--- config.mk ---
export PLATFORM = sky130hd
export DESIGN_NAME = iso_tp_receive_reassembler
export DESIGN_NICKNAME = d
export VERILOG_FILES = /design/src/design/isotp_rx_pkg.sv /design/src/design/isotp_rx_front.sv /design/src/design/isotp_rx_queue.sv /design/src/design/isotp_rx_back.sv /design/src/design/iso_tp_receive_reassembler.sv
export VERILOG_INCLUDE_DIRS = /design/src /design/src/design
export SDC_FILE = /design/constraint.sdc
export NUM_CORES = 1
export LEC_CHECK = 0
export BUFFER_PORTS_ARGS = -buffer_cell sky130_fd_sc_hd__buf_2
export CAP_MARGIN = 10
export CORE_MARGIN = 3
export CORE_UTILIZATION = 53
export CTS_CLUSTER_DIAMETER = 200
export DETAILED_ROUTE_END_ITERATION = 6
export GPL_TIMING_DRIVEN = 0
export PLACE_DENSITY = 0.86
export SETUP_SLACK_MARGIN = 0.4
export SYNTH_ARGS = -nofsm -noshare
export SYNTH_HDL_FRONTEND = slang
export SYNTH_SLANG_ARGS = --single-unit
--- constraint.sdc ---
create_clock -name clk_i -period 7 [get_ports clk_i]
set_input_delay 1.05 -clock clk_i [delete_from_list [all_inputs] [get_ports clk_i]]
set_output_delay 1.05 -clock clk_i [all_outputs]
set_load 0.05 [all_outputs]
--- src/design/assert_macros.svh ---
// Assertion macros used by the RTL top level
`ifndef ASSERT_MACROS_SVH
`define ASSERT_MACROS_SVH

// property checked on every rising clock edge outside reset
`define ASSERT_CLK(name, prop, msg) \
  name: assert property (@(posedge clk_i) disable iff (!rst_ni) (prop)) else $error(msg);

// condition that must never hold outside reset
`define ASSERT_NEVER(name, cond, msg) \
  name: assert property (@(posedge clk_i) disable iff (!rst_ni) !(cond)) else $error(msg);

`endif

--- src/design/isotp_rx_pkg.sv ---
// Types and constants of the ISO-TP receive reassembler
`default_nettype none

package isotp_rx_pkg;

  localparam int unsigned ID_W       = 29;
  localparam int unsigned CFG_DATA_W = 29;
  localparam int unsigned CFG_IDX_W  = 2;
  localparam int unsigned LEN_W      = 12;
  localparam int unsigned MS_W       = 16;
  localparam int unsigned SEQ_W      = 4;
  localparam int unsigned JOB_BYTES  = 7;
  localparam int unsigned QUEUE_DEPTH = 2;
  localparam int unsigned QPTR_W     = $clog2(QUEUE_DEPTH);
  localparam int unsigned QCNT_W     = $clog2(QUEUE_DEPTH + 1);

  localparam logic [CFG_IDX_W-1:0] REG_RECEIVE_ID = 2'd0;
  localparam logic [CFG_IDX_W-1:0] REG_BLOCK_SIZE = 2'd1;
  localparam logic [CFG_IDX_W-1:0] REG_SEP_TIME   = 2'd2;
  localparam logic [CFG_IDX_W-1:0] REG_TIMEOUT    = 2'd3;

  localparam logic [MS_W-1:0]  TIMEOUT_RESET = 16'd1000;
  localparam logic [MS_W-1:0]  MS_SAT        = 16'hFFFF;
  localparam logic [7:0]       FC_CTS        = 8'h30;
  localparam logic [3:0]       SF_MAX        = 4'd7;
  localparam logic [LEN_W-1:0] FF_DATA       = 12'd6;
  localparam logic [LEN_W-1:0] CF_DATA       = 12'd7;
  localparam logic [SEQ_W-1:0] SEQ_FIRST     = 4'd1;

  localparam logic [3:0] PCI_SF = 4'd0;
  localparam logic [3:0] PCI_FF = 4'd1;
  localparam logic [3:0] PCI_CF = 4'd2;

  typedef enum logic [2:0] {
    KIND_DATA    = 3'd0,
    KIND_FLOW    = 3'd1,
    KIND_EMPTY   = 3'd2,
    KIND_BADTYPE = 3'd3,
    KIND_SEQERR  = 3'd4,
    KIND_FOREIGN = 3'd5,
    KIND_TIMEOUT = 3'd6
  } kind_e;

  typedef struct packed {
    logic            mode;
    logic [ID_W-1:0] frame_id;
    logic [7:0][7:0] bytes;
  } item_t;

  typedef struct packed {
    logic [ID_W-1:0] receive_id;
    logic [7:0]      flow_bs;
    logic [7:0]      sep_time;
    logic [MS_W-1:0] tmo_ms;
  } cfg_t;

  // one classified request: optional leading status, data bytes, optional flow control
  typedef struct packed {
    logic                      lead;
    kind_e                     lead_kind;
    logic [JOB_BYTES-1:0][7:0] data;
    logic [2:0]                count;
    logic                      last_final;
    logic                      flow;
    logic [7:0]                fc_bs;
    logic [7:0]                fc_st;
  } job_t;

  typedef struct packed {
    kind_e      kind;
    logic [7:0] data_byte;
    logic       last;
    logic [7:0] control_byte1;
    logic [7:0] control_byte2;
  } res_t;

  typedef struct packed {
    logic full;
    logic empty;
  } q_stat_t;

endpackage

`default_nettype wire

--- src/design/isotp_rx_front.sv ---
// Front end: accepts requests, tracks message state and classifies into jobs
`default_nettype none

module isotp_rx_front (
  input  wire                  clk_i,
  input  wire                  rst_ni,
  input  wire                  in_valid_i,
  output logic                 in_ready_o,
  input  isotp_rx_pkg::item_t  item_i,
  input  isotp_rx_pkg::cfg_t   cfg_i,
  input  isotp_rx_pkg::q_stat_t q_stat_i,
  output logic                 push_o,
  output isotp_rx_pkg::job_t   job_o
);

  logic                            receiving_q, receiving_d;
  logic [isotp_rx_pkg::SEQ_W-1:0]  seq_q, seq_d;
  logic [isotp_rx_pkg::LEN_W-1:0]  rem_q, rem_d;
  logic [isotp_rx_pkg::MS_W-1:0]   elapsed_q, elapsed_d;

  logic                            accept;
  logic [3:0]                      pci;
  logic [3:0]                      low;
  logic [isotp_rx_pkg::LEN_W-1:0]  total;
  logic [isotp_rx_pkg::LEN_W-1:0]  cf_count;
  logic [isotp_rx_pkg::LEN_W-1:0]  rem_next;
  logic [isotp_rx_pkg::MS_W-1:0]   elapsed_inc;
  logic                            id_match;

  assign in_ready_o  = !q_stat_i.full;
  assign accept      = in_valid_i && in_ready_o;
  assign pci         = item_i.bytes[0][7:4];
  assign low         = item_i.bytes[0][3:0];
  assign total       = {low, item_i.bytes[1]};
  assign id_match    = (item_i.frame_id == cfg_i.receive_id);
  assign cf_count    = (rem_q < isotp_rx_pkg::CF_DATA) ? rem_q : isotp_rx_pkg::CF_DATA;
  assign rem_next    = rem_q - cf_count;
  assign elapsed_inc = (elapsed_q != isotp_rx_pkg::MS_SAT) ? elapsed_q + 16'd1 : elapsed_q;

  always_comb begin
    receiving_d = receiving_q;
    seq_d       = seq_q;
    rem_d       = rem_q;
    elapsed_d   = elapsed_q;
    push_o      = 1'b0;
    job_o       = '0;
    job_o.lead_kind = isotp_rx_pkg::KIND_DATA;
    job_o.fc_bs = cfg_i.flow_bs;
    job_o.fc_st = cfg_i.sep_time;
    job_o.data  = {item_i.bytes[7], item_i.bytes[6], item_i.bytes[5], item_i.bytes[4],
                   item_i.bytes[3], item_i.bytes[2], item_i.bytes[1]};
    if (accept) begin
      if (item_i.mode) begin
        if (receiving_q) begin
          if (elapsed_inc >= cfg_i.tmo_ms) begin
            push_o          = 1'b1;
            job_o.lead      = 1'b1;
            job_o.lead_kind = isotp_rx_pkg::KIND_TIMEOUT;
            receiving_d     = 1'b0;
            seq_d           = isotp_rx_pkg::SEQ_FIRST;
            rem_d           = '0;
            elapsed_d       = '0;
          end else begin
            elapsed_d = elapsed_inc;
          end
        end
      end else if (!receiving_q) begin
        if (id_match) begin
          push_o = 1'b1;
          unique case (pci)
            isotp_rx_pkg::PCI_SF: begin
              job_o.count      = (low > isotp_rx_pkg::SF_MAX) ? 3'd7 : low[2:0];
              job_o.lead       = (low == 4'd0);
              job_o.lead_kind  = isotp_rx_pkg::KIND_EMPTY;
              job_o.last_final = 1'b1;
            end
            isotp_rx_pkg::PCI_FF: begin
              job_o.data       = {8'h00, item_i.bytes[7], item_i.bytes[6], item_i.bytes[5],
                                  item_i.bytes[4], item_i.bytes[3], item_i.bytes[2]};
              job_o.count      = (total < isotp_rx_pkg::FF_DATA) ? total[2:0]
                                                                 : isotp_rx_pkg::FF_DATA[2:0];
              job_o.lead       = (total == '0);
              job_o.lead_kind  = isotp_rx_pkg::KIND_EMPTY;
              job_o.last_final = (total <= isotp_rx_pkg::FF_DATA);
              job_o.flow       = 1'b1;
              if (total > isotp_rx_pkg::FF_DATA) begin
                receiving_d = 1'b1;
                seq_d       = isotp_rx_pkg::SEQ_FIRST;
                rem_d       = total - isotp_rx_pkg::FF_DATA;
                elapsed_d   = '0;
              end
            end
            default: begin
              job_o.lead      = 1'b1;
              job_o.lead_kind = isotp_rx_pkg::KIND_BADTYPE;
            end
          endcase
        end
      end else begin
        push_o = 1'b1;
        if (!id_match || pci != isotp_rx_pkg::PCI_CF || low != seq_q) begin
          job_o.lead = 1'b1;
          if (!id_match) begin
            job_o.lead_kind = isotp_rx_pkg::KIND_FOREIGN;
          end else if (pci != isotp_rx_pkg::PCI_CF) begin
            job_o.lead_kind = isotp_rx_pkg::KIND_BADTYPE;
          end else begin
            job_o.lead_kind = isotp_rx_pkg::KIND_SEQERR;
          end
          receiving_d = 1'b0;
          seq_d       = isotp_rx_pkg::SEQ_FIRST;
          rem_d       = '0;
          elapsed_d   = '0;
        end else begin
          job_o.count      = cf_count[2:0];
          job_o.last_final = (rem_next == '0);
          seq_d            = seq_q + 4'd1;
          rem_d            = rem_next;
          if (rem_next == '0) begin
            receiving_d = 1'b0;
            seq_d       = isotp_rx_pkg::SEQ_FIRST;
            elapsed_d   = '0;
          end
        end
      end
    end
  end

  always_ff @(posedge clk_i or negedge rst_ni) begin
    if (!rst_ni) begin
      receiving_q <= 1'b0;
      seq_q       <= isotp_rx_pkg::SEQ_FIRST;
      rem_q       <= '0;
      elapsed_q   <= '0;
    end else begin
      receiving_q <= receiving_d;
      seq_q       <= seq_d;
      rem_q       <= rem_d;
      elapsed_q   <= elapsed_d;
    end
  end

endmodule

`default_nettype wire

--- src/design/isotp_rx_queue.sv ---
// Short job queue between front and back end
`default_nettype none

module isotp_rx_queue (
  input  wire                     clk_i,
  input  wire                     rst_ni,
  input  wire                     push_i,
  input  isotp_rx_pkg::job_t      job_i,
  input  wire                     pop_i,
  output isotp_rx_pkg::job_t      head_o,
  output isotp_rx_pkg::q_stat_t   stat_o
);

  isotp_rx_pkg::job_t                entry_q [isotp_rx_pkg::QUEUE_DEPTH];
  logic [isotp_rx_pkg::QPTR_W-1:0]   wr_ptr_q, rd_ptr_q;
  logic [isotp_rx_pkg::QCNT_W-1:0]   cnt_q, cnt_d;

  assign head_o       = entry_q[rd_ptr_q];
  assign stat_o.full  = (cnt_q == isotp_rx_pkg::QCNT_W'(isotp_rx_pkg::QUEUE_DEPTH));
  assign stat_o.empty = (cnt_q == '0);

  always_comb begin
    cnt_d = cnt_q;
    if (push_i && !pop_i) begin
      cnt_d = cnt_q + 1'b1;
    end else if (pop_i && !push_i) begin
      cnt_d = cnt_q - 1'b1;
    end
  end

  always_ff @(posedge clk_i) begin
    if (push_i) begin
      entry_q[wr_ptr_q] <= job_i;
    end
  end

  always_ff @(posedge clk_i or negedge rst_ni) begin
    if (!rst_ni) begin
      wr_ptr_q <= '0;
      rd_ptr_q <= '0;
      cnt_q    <= '0;
    end else begin
      cnt_q <= cnt_d;
      if (push_i) begin
        wr_ptr_q <= (wr_ptr_q == isotp_rx_pkg::QPTR_W'(isotp_rx_pkg::QUEUE_DEPTH - 1))
                    ? '0 : wr_ptr_q + 1'b1;
      end
      if (pop_i) begin
        rd_ptr_q <= (rd_ptr_q == isotp_rx_pkg::QPTR_W'(isotp_rx_pkg::QUEUE_DEPTH - 1))
                    ? '0 : rd_ptr_q + 1'b1;
      end
    end
  end

endmodule

`default_nettype wire

--- src/design/isotp_rx_back.sv ---
// Back end: serialises one job into result items through an output register
`default_nettype none

module isotp_rx_back (
  input  wire                     clk_i,
  input  wire                     rst_ni,
  input  isotp_rx_pkg::job_t      head_i,
  input  isotp_rx_pkg::q_stat_t   q_stat_i,
  output logic                    pop_o,
  output logic                    out_valid_o,
  input  wire                     out_ready_i,
  output isotp_rx_pkg::res_t      res_o
);

  logic [2:0]          pos_q;
  logic                out_valid_q;
  isotp_rx_pkg::res_t  res_q, res_d;
  logic                avail, adv, final_step;
  logic [3:0]          total;
  logic [2:0]          di;

  assign avail      = !q_stat_i.empty;
  assign adv        = !out_valid_q || out_ready_i;
  assign total      = {3'b000, head_i.lead} + {1'b0, head_i.count} + {3'b000, head_i.flow};
  assign final_step = ({1'b0, pos_q} == total - 4'd1);
  assign pop_o      = avail && adv && final_step;
  assign di         = pos_q - {2'b00, head_i.lead};

  always_comb begin
    res_d = '0;
    res_d.kind = isotp_rx_pkg::KIND_DATA;
    if (head_i.lead && pos_q == 3'd0) begin
      res_d.kind = head_i.lead_kind;
    end else if (di < head_i.count) begin
      res_d.data_byte = head_i.data[di];
      res_d.last      = head_i.last_final && (di == head_i.count - 3'd1);
    end else begin
      res_d.kind          = isotp_rx_pkg::KIND_FLOW;
      res_d.data_byte     = isotp_rx_pkg::FC_CTS;
      res_d.control_byte1 = head_i.fc_bs;
      res_d.control_byte2 = head_i.fc_st;
    end
  end

  always_ff @(posedge clk_i) begin
    if (adv && avail) begin
      res_q <= res_d;
    end
  end

  always_ff @(posedge clk_i or negedge rst_ni) begin
    if (!rst_ni) begin
      out_valid_q <= 1'b0;
      pos_q       <= '0;
    end else begin
      if (adv) begin
        out_valid_q <= avail;
      end
      if (pop_o) begin
        pos_q <= '0;
      end else if (adv && avail) begin
        pos_q <= pos_q + 3'd1;
      end
    end
  end

  assign out_valid_o = out_valid_q;
  assign res_o       = res_q;

endmodule

`default_nettype wire

--- src/design/iso_tp_receive_reassembler.sv ---
// Top level of the ISO-TP receive reassembler
//
//  channel  | handshake                | payload
//  ---------+--------------------------+-----------------------------------------
//  input    | in_valid_i / in_ready_o  | mode_i, frame_id_i, byte0_i .. byte7_i
//  result   | out_valid_o / out_ready_i| kind_o, data_byte_o, last_o, control_byte*_o
//  config   | cfg_we_i                 | cfg_idx_i, cfg_wdata_i
//
// A request is classified in the cycle it is taken; a frame yields 0 to 7 results,
// one per cycle from the back end while out_ready_i is high.
// A two-entry job queue lets the front take requests while the back end is stalled.
// Reset clears message state, queue pointers and output valid; config registers take defaults.
`default_nettype none
`include "assert_macros.svh"

module iso_tp_receive_reassembler (
  input  wire                                  clk_i,
  input  wire                                  rst_ni,
  input  wire                                  cfg_we_i,
  input  wire [isotp_rx_pkg::CFG_IDX_W-1:0]    cfg_idx_i,
  input  wire [isotp_rx_pkg::CFG_DATA_W-1:0]   cfg_wdata_i,
  input  wire                                  in_valid_i,
  output logic                                 in_ready_o,
  input  wire                                  mode_i,
  input  wire [isotp_rx_pkg::ID_W-1:0]         frame_id_i,
  input  wire [7:0]                            byte0_i,
  input  wire [7:0]                            byte1_i,
  input  wire [7:0]                            byte2_i,
  input  wire [7:0]                            byte3_i,
  input  wire [7:0]                            byte4_i,
  input  wire [7:0]                            byte5_i,
  input  wire [7:0]                            byte6_i,
  input  wire [7:0]                            byte7_i,
  output logic                                 out_valid_o,
  input  wire                                  out_ready_i,
  output logic [2:0]                           kind_o,
  output logic [7:0]                           data_byte_o,
  output logic                                 last_o,
  output logic [7:0]                           control_byte1_o,
  output logic [7:0]                           control_byte2_o
);

  isotp_rx_pkg::cfg_t    cfg_q;
  isotp_rx_pkg::item_t   item;
  isotp_rx_pkg::job_t    job, head;
  isotp_rx_pkg::q_stat_t q_stat;
  isotp_rx_pkg::res_t    res;
  logic                  push, pop;

  always_ff @(posedge clk_i or negedge rst_ni) begin
    if (!rst_ni) begin
      cfg_q.receive_id <= '0;
      cfg_q.flow_bs    <= '0;
      cfg_q.sep_time   <= '0;
      cfg_q.tmo_ms     <= isotp_rx_pkg::TIMEOUT_RESET;
    end else if (cfg_we_i) begin
      unique case (cfg_idx_i)
        isotp_rx_pkg::REG_RECEIVE_ID: cfg_q.receive_id <= cfg_wdata_i;
        isotp_rx_pkg::REG_BLOCK_SIZE: cfg_q.flow_bs    <= cfg_wdata_i[7:0];
        isotp_rx_pkg::REG_SEP_TIME:   cfg_q.sep_time   <= cfg_wdata_i[7:0];
        isotp_rx_pkg::REG_TIMEOUT:    cfg_q.tmo_ms     <= cfg_wdata_i[isotp_rx_pkg::MS_W-1:0];
        default: ;
      endcase
    end
  end

  assign item.mode     = mode_i;
  assign item.frame_id = frame_id_i;
  assign item.bytes    = {byte7_i, byte6_i, byte5_i, byte4_i,
                          byte3_i, byte2_i, byte1_i, byte0_i};

  isotp_rx_front u_front (
    .clk_i      (clk_i),
    .rst_ni     (rst_ni),
    .in_valid_i (in_valid_i),
    .in_ready_o (in_ready_o),
    .item_i     (item),
    .cfg_i      (cfg_q),
    .q_stat_i   (q_stat),
    .push_o     (push),
    .job_o      (job)
  );

  isotp_rx_queue u_queue (
    .clk_i  (clk_i),
    .rst_ni (rst_ni),
    .push_i (push),
    .job_i  (job),
    .pop_i  (pop),
    .head_o (head),
    .stat_o (q_stat)
  );

  isotp_rx_back u_back (
    .clk_i       (clk_i),
    .rst_ni      (rst_ni),
    .head_i      (head),
    .q_stat_i    (q_stat),
    .pop_o       (pop),
    .out_valid_o (out_valid_o),
    .out_ready_i (out_ready_i),
    .res_o       (res)
  );

  assign kind_o          = res.kind;
  assign data_byte_o     = res.data_byte;
  assign last_o          = res.last;
  assign control_byte1_o = res.control_byte1;
  assign control_byte2_o = res.control_byte2;

  `ASSERT_NEVER(a_push_when_full, push && q_stat.full, "job pushed into full queue")
  `ASSERT_NEVER(a_pop_when_empty, pop && q_stat.empty, "job popped from empty queue")
  `ASSERT_CLK(a_last_is_data, out_valid_o && last_o |-> kind_o == isotp_rx_pkg::KIND_DATA,
              "last flag on a non-data result")

endmodule

`default_nettype wire
==> flow_summary.ini <==
[critical_path]
largest_stage_delay_on_the_critical_path_ps = 760
crit_type = reg -> reg
critPathCaptureType = register
crit_path_max_fanout = 10
cp_cell_sequence = clkbuf_1 -> buf_2 -> buf_2 -> buf_2 -> buf_1 -> mux2i_1 -> ha_1 -> inv_1 -> ha_1 -> fa_1 -> xor2_1 -> nor4_1 -> inv_1 -> ha_1 -> xor2_1 -> nor2_1 -> xor2_1
critical_path.startpoint_type = register
arrival_ps = 6070
cp_slowest_cell = sky130_fd_sc_hd__nor4_1
setup.reg_to_reg.worst_slack_ps = 1390
critical_path_rt_ps = 7460

[yosys]
synth_mux_area_share_pct = 16.3
ys_warn_count = 0
post_synth_and_or_nand_nor_area_fraction_pct = 8.66
synthDistinctLibCells = 70
syn_inst = 1026
asyncSetResetFlopFracSynth_pct = 34.9
synth_top_family_by_area = multiplexers
yosys_most_used_dff = sky130_fd_sc_hd__edfxtp_1
most_repeated_cell_in_the_gate_level_netlist_after_synthesis = sky130_fd_sc_hd__edfxtp_1
syn_area_per_cell_sq_um = 13.9
synthTopCellsByCount = 190 x sky130_fd_sc_hd__edfxtp_1, 95 x sky130_fd_sc_hd__dfrtp_1, 69 x sky130_fd_sc_hd__mux2_2
adder_and_majority_cell_fraction_of_the_synthesized_area_pct = 3.03
synth.largest_area_cell = sky130_fd_sc_hd__edfxtp_1
postSynthNetCount = 1190
synth_area_leaders = sky130_fd_sc_hd__edfxtp_1 40%, sky130_fd_sc_hd__dfrtp_1 17%, sky130_fd_sc_hd__mux2_2 5.4%
post-synth-top-area-fraction_pct = 39.9
synth-edff-count = 190
syn-cell-area_sq_um = 14300
yosys_register_bits = 292
yosysSeqAreaShare_pct = 57.8
synthXorXnorAreaFrac_pct = 4.11
synth-compound-area-share_pct = 7.67

[cells_and_area]
post_layout_nets = 1382
ff_latch_area_sq_um = 8270
antenna_cells = 0
multiInputGateArea_sq_um = 5690
fill_count = 1879
layout-drive-gt1-share_pct = 29.8
syn_to_final_growth_pct = 15.8

[power]
p_switching_mw = 0.811
power_mw = 3.76
switching_fraction_pct = 21.6
comb_power_share_pct = 7.3
internal_pwr_total_mw = 2.95
powerDensity_nw_per_um2 = 227
seq_power_share_pct = 52.3
clkPwrFrac_pct = 40.5
p_leak_nw = 6.37
worst_ir_drop_vdd_mv = 0.168

[clock_tree]
clock_path_buffers = 3
clock-sinks = 292
clock_latency_on_the_worst_skew_pair_ps = 540
cts.hold.buffers_added = 0
clock-root-buffer = sky130_fd_sc_hd__clkbuf_16
cts_inserted_buffers = 29
cts_tree = yes
cts.htree.levels = 1
postCtsSetupRepairBufs = 0
clk_transition_reported_paths_ps = 60
cts_resized = 0

[sta]
rsz0062_at_grt = false
timing.final.setup_violations = 0
final-max-slew-violation-count = 0
final_period_minus_worst_setup_slack_ps = 5610
setup-tns-final_ps = 0
timing.final.crit_share_pct = 80.2
timing.clock.skew_ps = 8.98
timing.fmax_mhz = 178
slew_limit_headroom_pct = 27.9
hold_ws_ps = 467
slew_of_the_pin_with_the_lowest_slew_margin_ps = 1070
finalHoldViolations = 0

[place]
gpl.final_weighted_congestion = 0.917
port-buffer-count = 156
hpwl_after_detailed_placement_mm = 23.4

[global_route]
initial_antenna_violation_count = 1
pin_count_of_the_biggest_net_entering_global_routing = 67
grt_pass1_wl_mm = 51.2
via_count_of_the_first_global_routing_pass = 9722
globalRouteOverflowTotal = 0
grt_usage_pct = 22.3

[min_path]
hold_path_class = reg -> reg

[routing]
route.vias.total = 9460
drt-wirelength-per-cell_microns = 20.9
antenna_left = 0
residual_drc = 0
drt_iter0_markers = 936
routed_wl_mm = 32.9
detail_route.vias_per_cell = 6.00
dr.pass1.iters = 6

[floorplan]
die_y_microns = 170
placementRows = 59
ios = 160
die-width_microns = 170
floorplan.initialDensity_pct = 54.4
floorplan.die_area_sq_um = 29000
coreArea_sq_um = 26300

[status]
outcome = completed

[job]
timing.max_cap.violations = 0
power groups by stage:
stage	Combinational [mW]	Sequential (mW)	Clock, mW
floorplan	0.168	1.98	0
global placement	0.254	1.99	0
detailed placement	0.269	2.00	0
CTS	0.273	1.96	1.54
global route	0.298	1.97	1.60
finish	0.273	1.96	1.52
path summary, 6_finish.rpt:
path / start / end / cells after the start
hold reg to reg: cfg_q[25] / u_queue.entry_q[0][9] / 0
min in group asynchronous: rst_ni / cfg_q[36] / 1
hold / removal: cfg_q[25] / u_queue.entry_q[0][9] / 0
setup / recovery: u_queue.rd_ptr_q / u_queue.cnt_q[1] / 17
setup reg to reg: u_queue.rd_ptr_q / u_queue.cnt_q[1] / 17
max in group asynchronous: rst_ni / cfg_q[6] / 2
cell families after synthesis:
family	count (synthesis)
xor gates and xnor gates	67
muxes	170
and+or+nand+nor	236
AOI/OAI and AO/OA	147
adders and majority gates	34
DFF	292
buffers and inverters	80
stage by stage:
stage / util, % / std cells / setup slack, ps / cell area [sq um]
after floorplan: - / 1026 / 1330 / 14300
after global placement: 59.0 / 1517 / -510 / 15500
after detailed placement: 59.5 / 1522 / 1610 / 15600
after CTS: 63.0 / 1576 / 1410 / 16600
after global routing: 63.0 / 1576 / 1060 / 16600
final: 63.0 / 1576 / 1390 / 16600
sequential cells by signal, summed over array words and instances, names as in the netlist:
name and cells:
u_queue.entry_q 162, cfg_q 61, u_back.res_o 28, u_front.elapsed_q 16, u_front.rem_q 12, u_front.seq_q 4
u_back.pos_q 3, u_queue.cnt_q 2, u_back.out_valid_o 1, u_front.receiving_q 1, u_queue.rd_ptr_q 1, u_queue.wr_ptr_q 1
per-layer routing:
metal  global-route usage (%)  vias to the layer above  routed length (microns)
met1                     29.2                     4712                    13200
met3                     3.30                       80                     2220
met5                        0                        -                        7
li1                         -                     4277                        -
met2                     37.8                      389                    16400
met4                     8.61                        2                     1120
placed cells by master (no fill, tap or decap), types with 10 or more instances in the layout:
master,count
sky130_fd_sc_hd__ha_1,33
sky130_fd_sc_hd__mux2_2,69
sky130_fd_sc_hd__nand3_1,21
sky130_fd_sc_hd__xnor2_1,52
sky130_fd_sc_hd__a21oi_1,10
sky130_fd_sc_hd__edfxtp_1,190
sky130_fd_sc_hd__clkbuf_16,29
sky130_fd_sc_hd__dfrtp_1,95
sky130_fd_sc_hd__a22o_1,11
sky130_fd_sc_hd__nand2_1,42
sky130_fd_sc_hd__a211oi_1,18
sky130_fd_sc_hd__nand2b_1,10
sky130_fd_sc_hd__nand4_1,13
sky130_fd_sc_hd__buf_2,159
sky130_fd_sc_hd__nor3_1,19
sky130_fd_sc_hd__clkbuf_1,43
sky130_fd_sc_hd__a22oi_1,11
sky130_fd_sc_hd__inv_1,34
sky130_fd_sc_hd__mux4_2,26
sky130_fd_sc_hd__mux2_4,40
sky130_fd_sc_hd__xor2_1,15
sky130_fd_sc_hd__o21ai_1,15
sky130_fd_sc_hd__mux2i_1,27
sky130_fd_sc_hd__o21ai_0,18
sky130_fd_sc_hd__and2_1,19
sky130_fd_sc_hd__a211o_1,10
sky130_fd_sc_hd__nor2_1,60
cell type report:
cell class | count | share of cell area (%)
Sequential cell | 292 | 49.9
Multi-Input combinational cell | 654 | 34.3
Timing Repair Buffer | 161 | 5.47
Clock buffer | 45 | 4.99
Tap cell | 335 | 2.53
Buffer | 46 | 1.35
Inverter | 34 | 0.771
Clock inverter | 9 | 0.620
worst max-delay path: cells and delay by family (launching register included):
kind	cells	cell delay, ps
buffers and inverters	7	2360
adders and majority gates	4	1150
and+or+nand+nor	2	890
xor gates and xnor gates	3	460
DFF	1	330
muxes	1	330
Power figures use the tool's default switching activity.
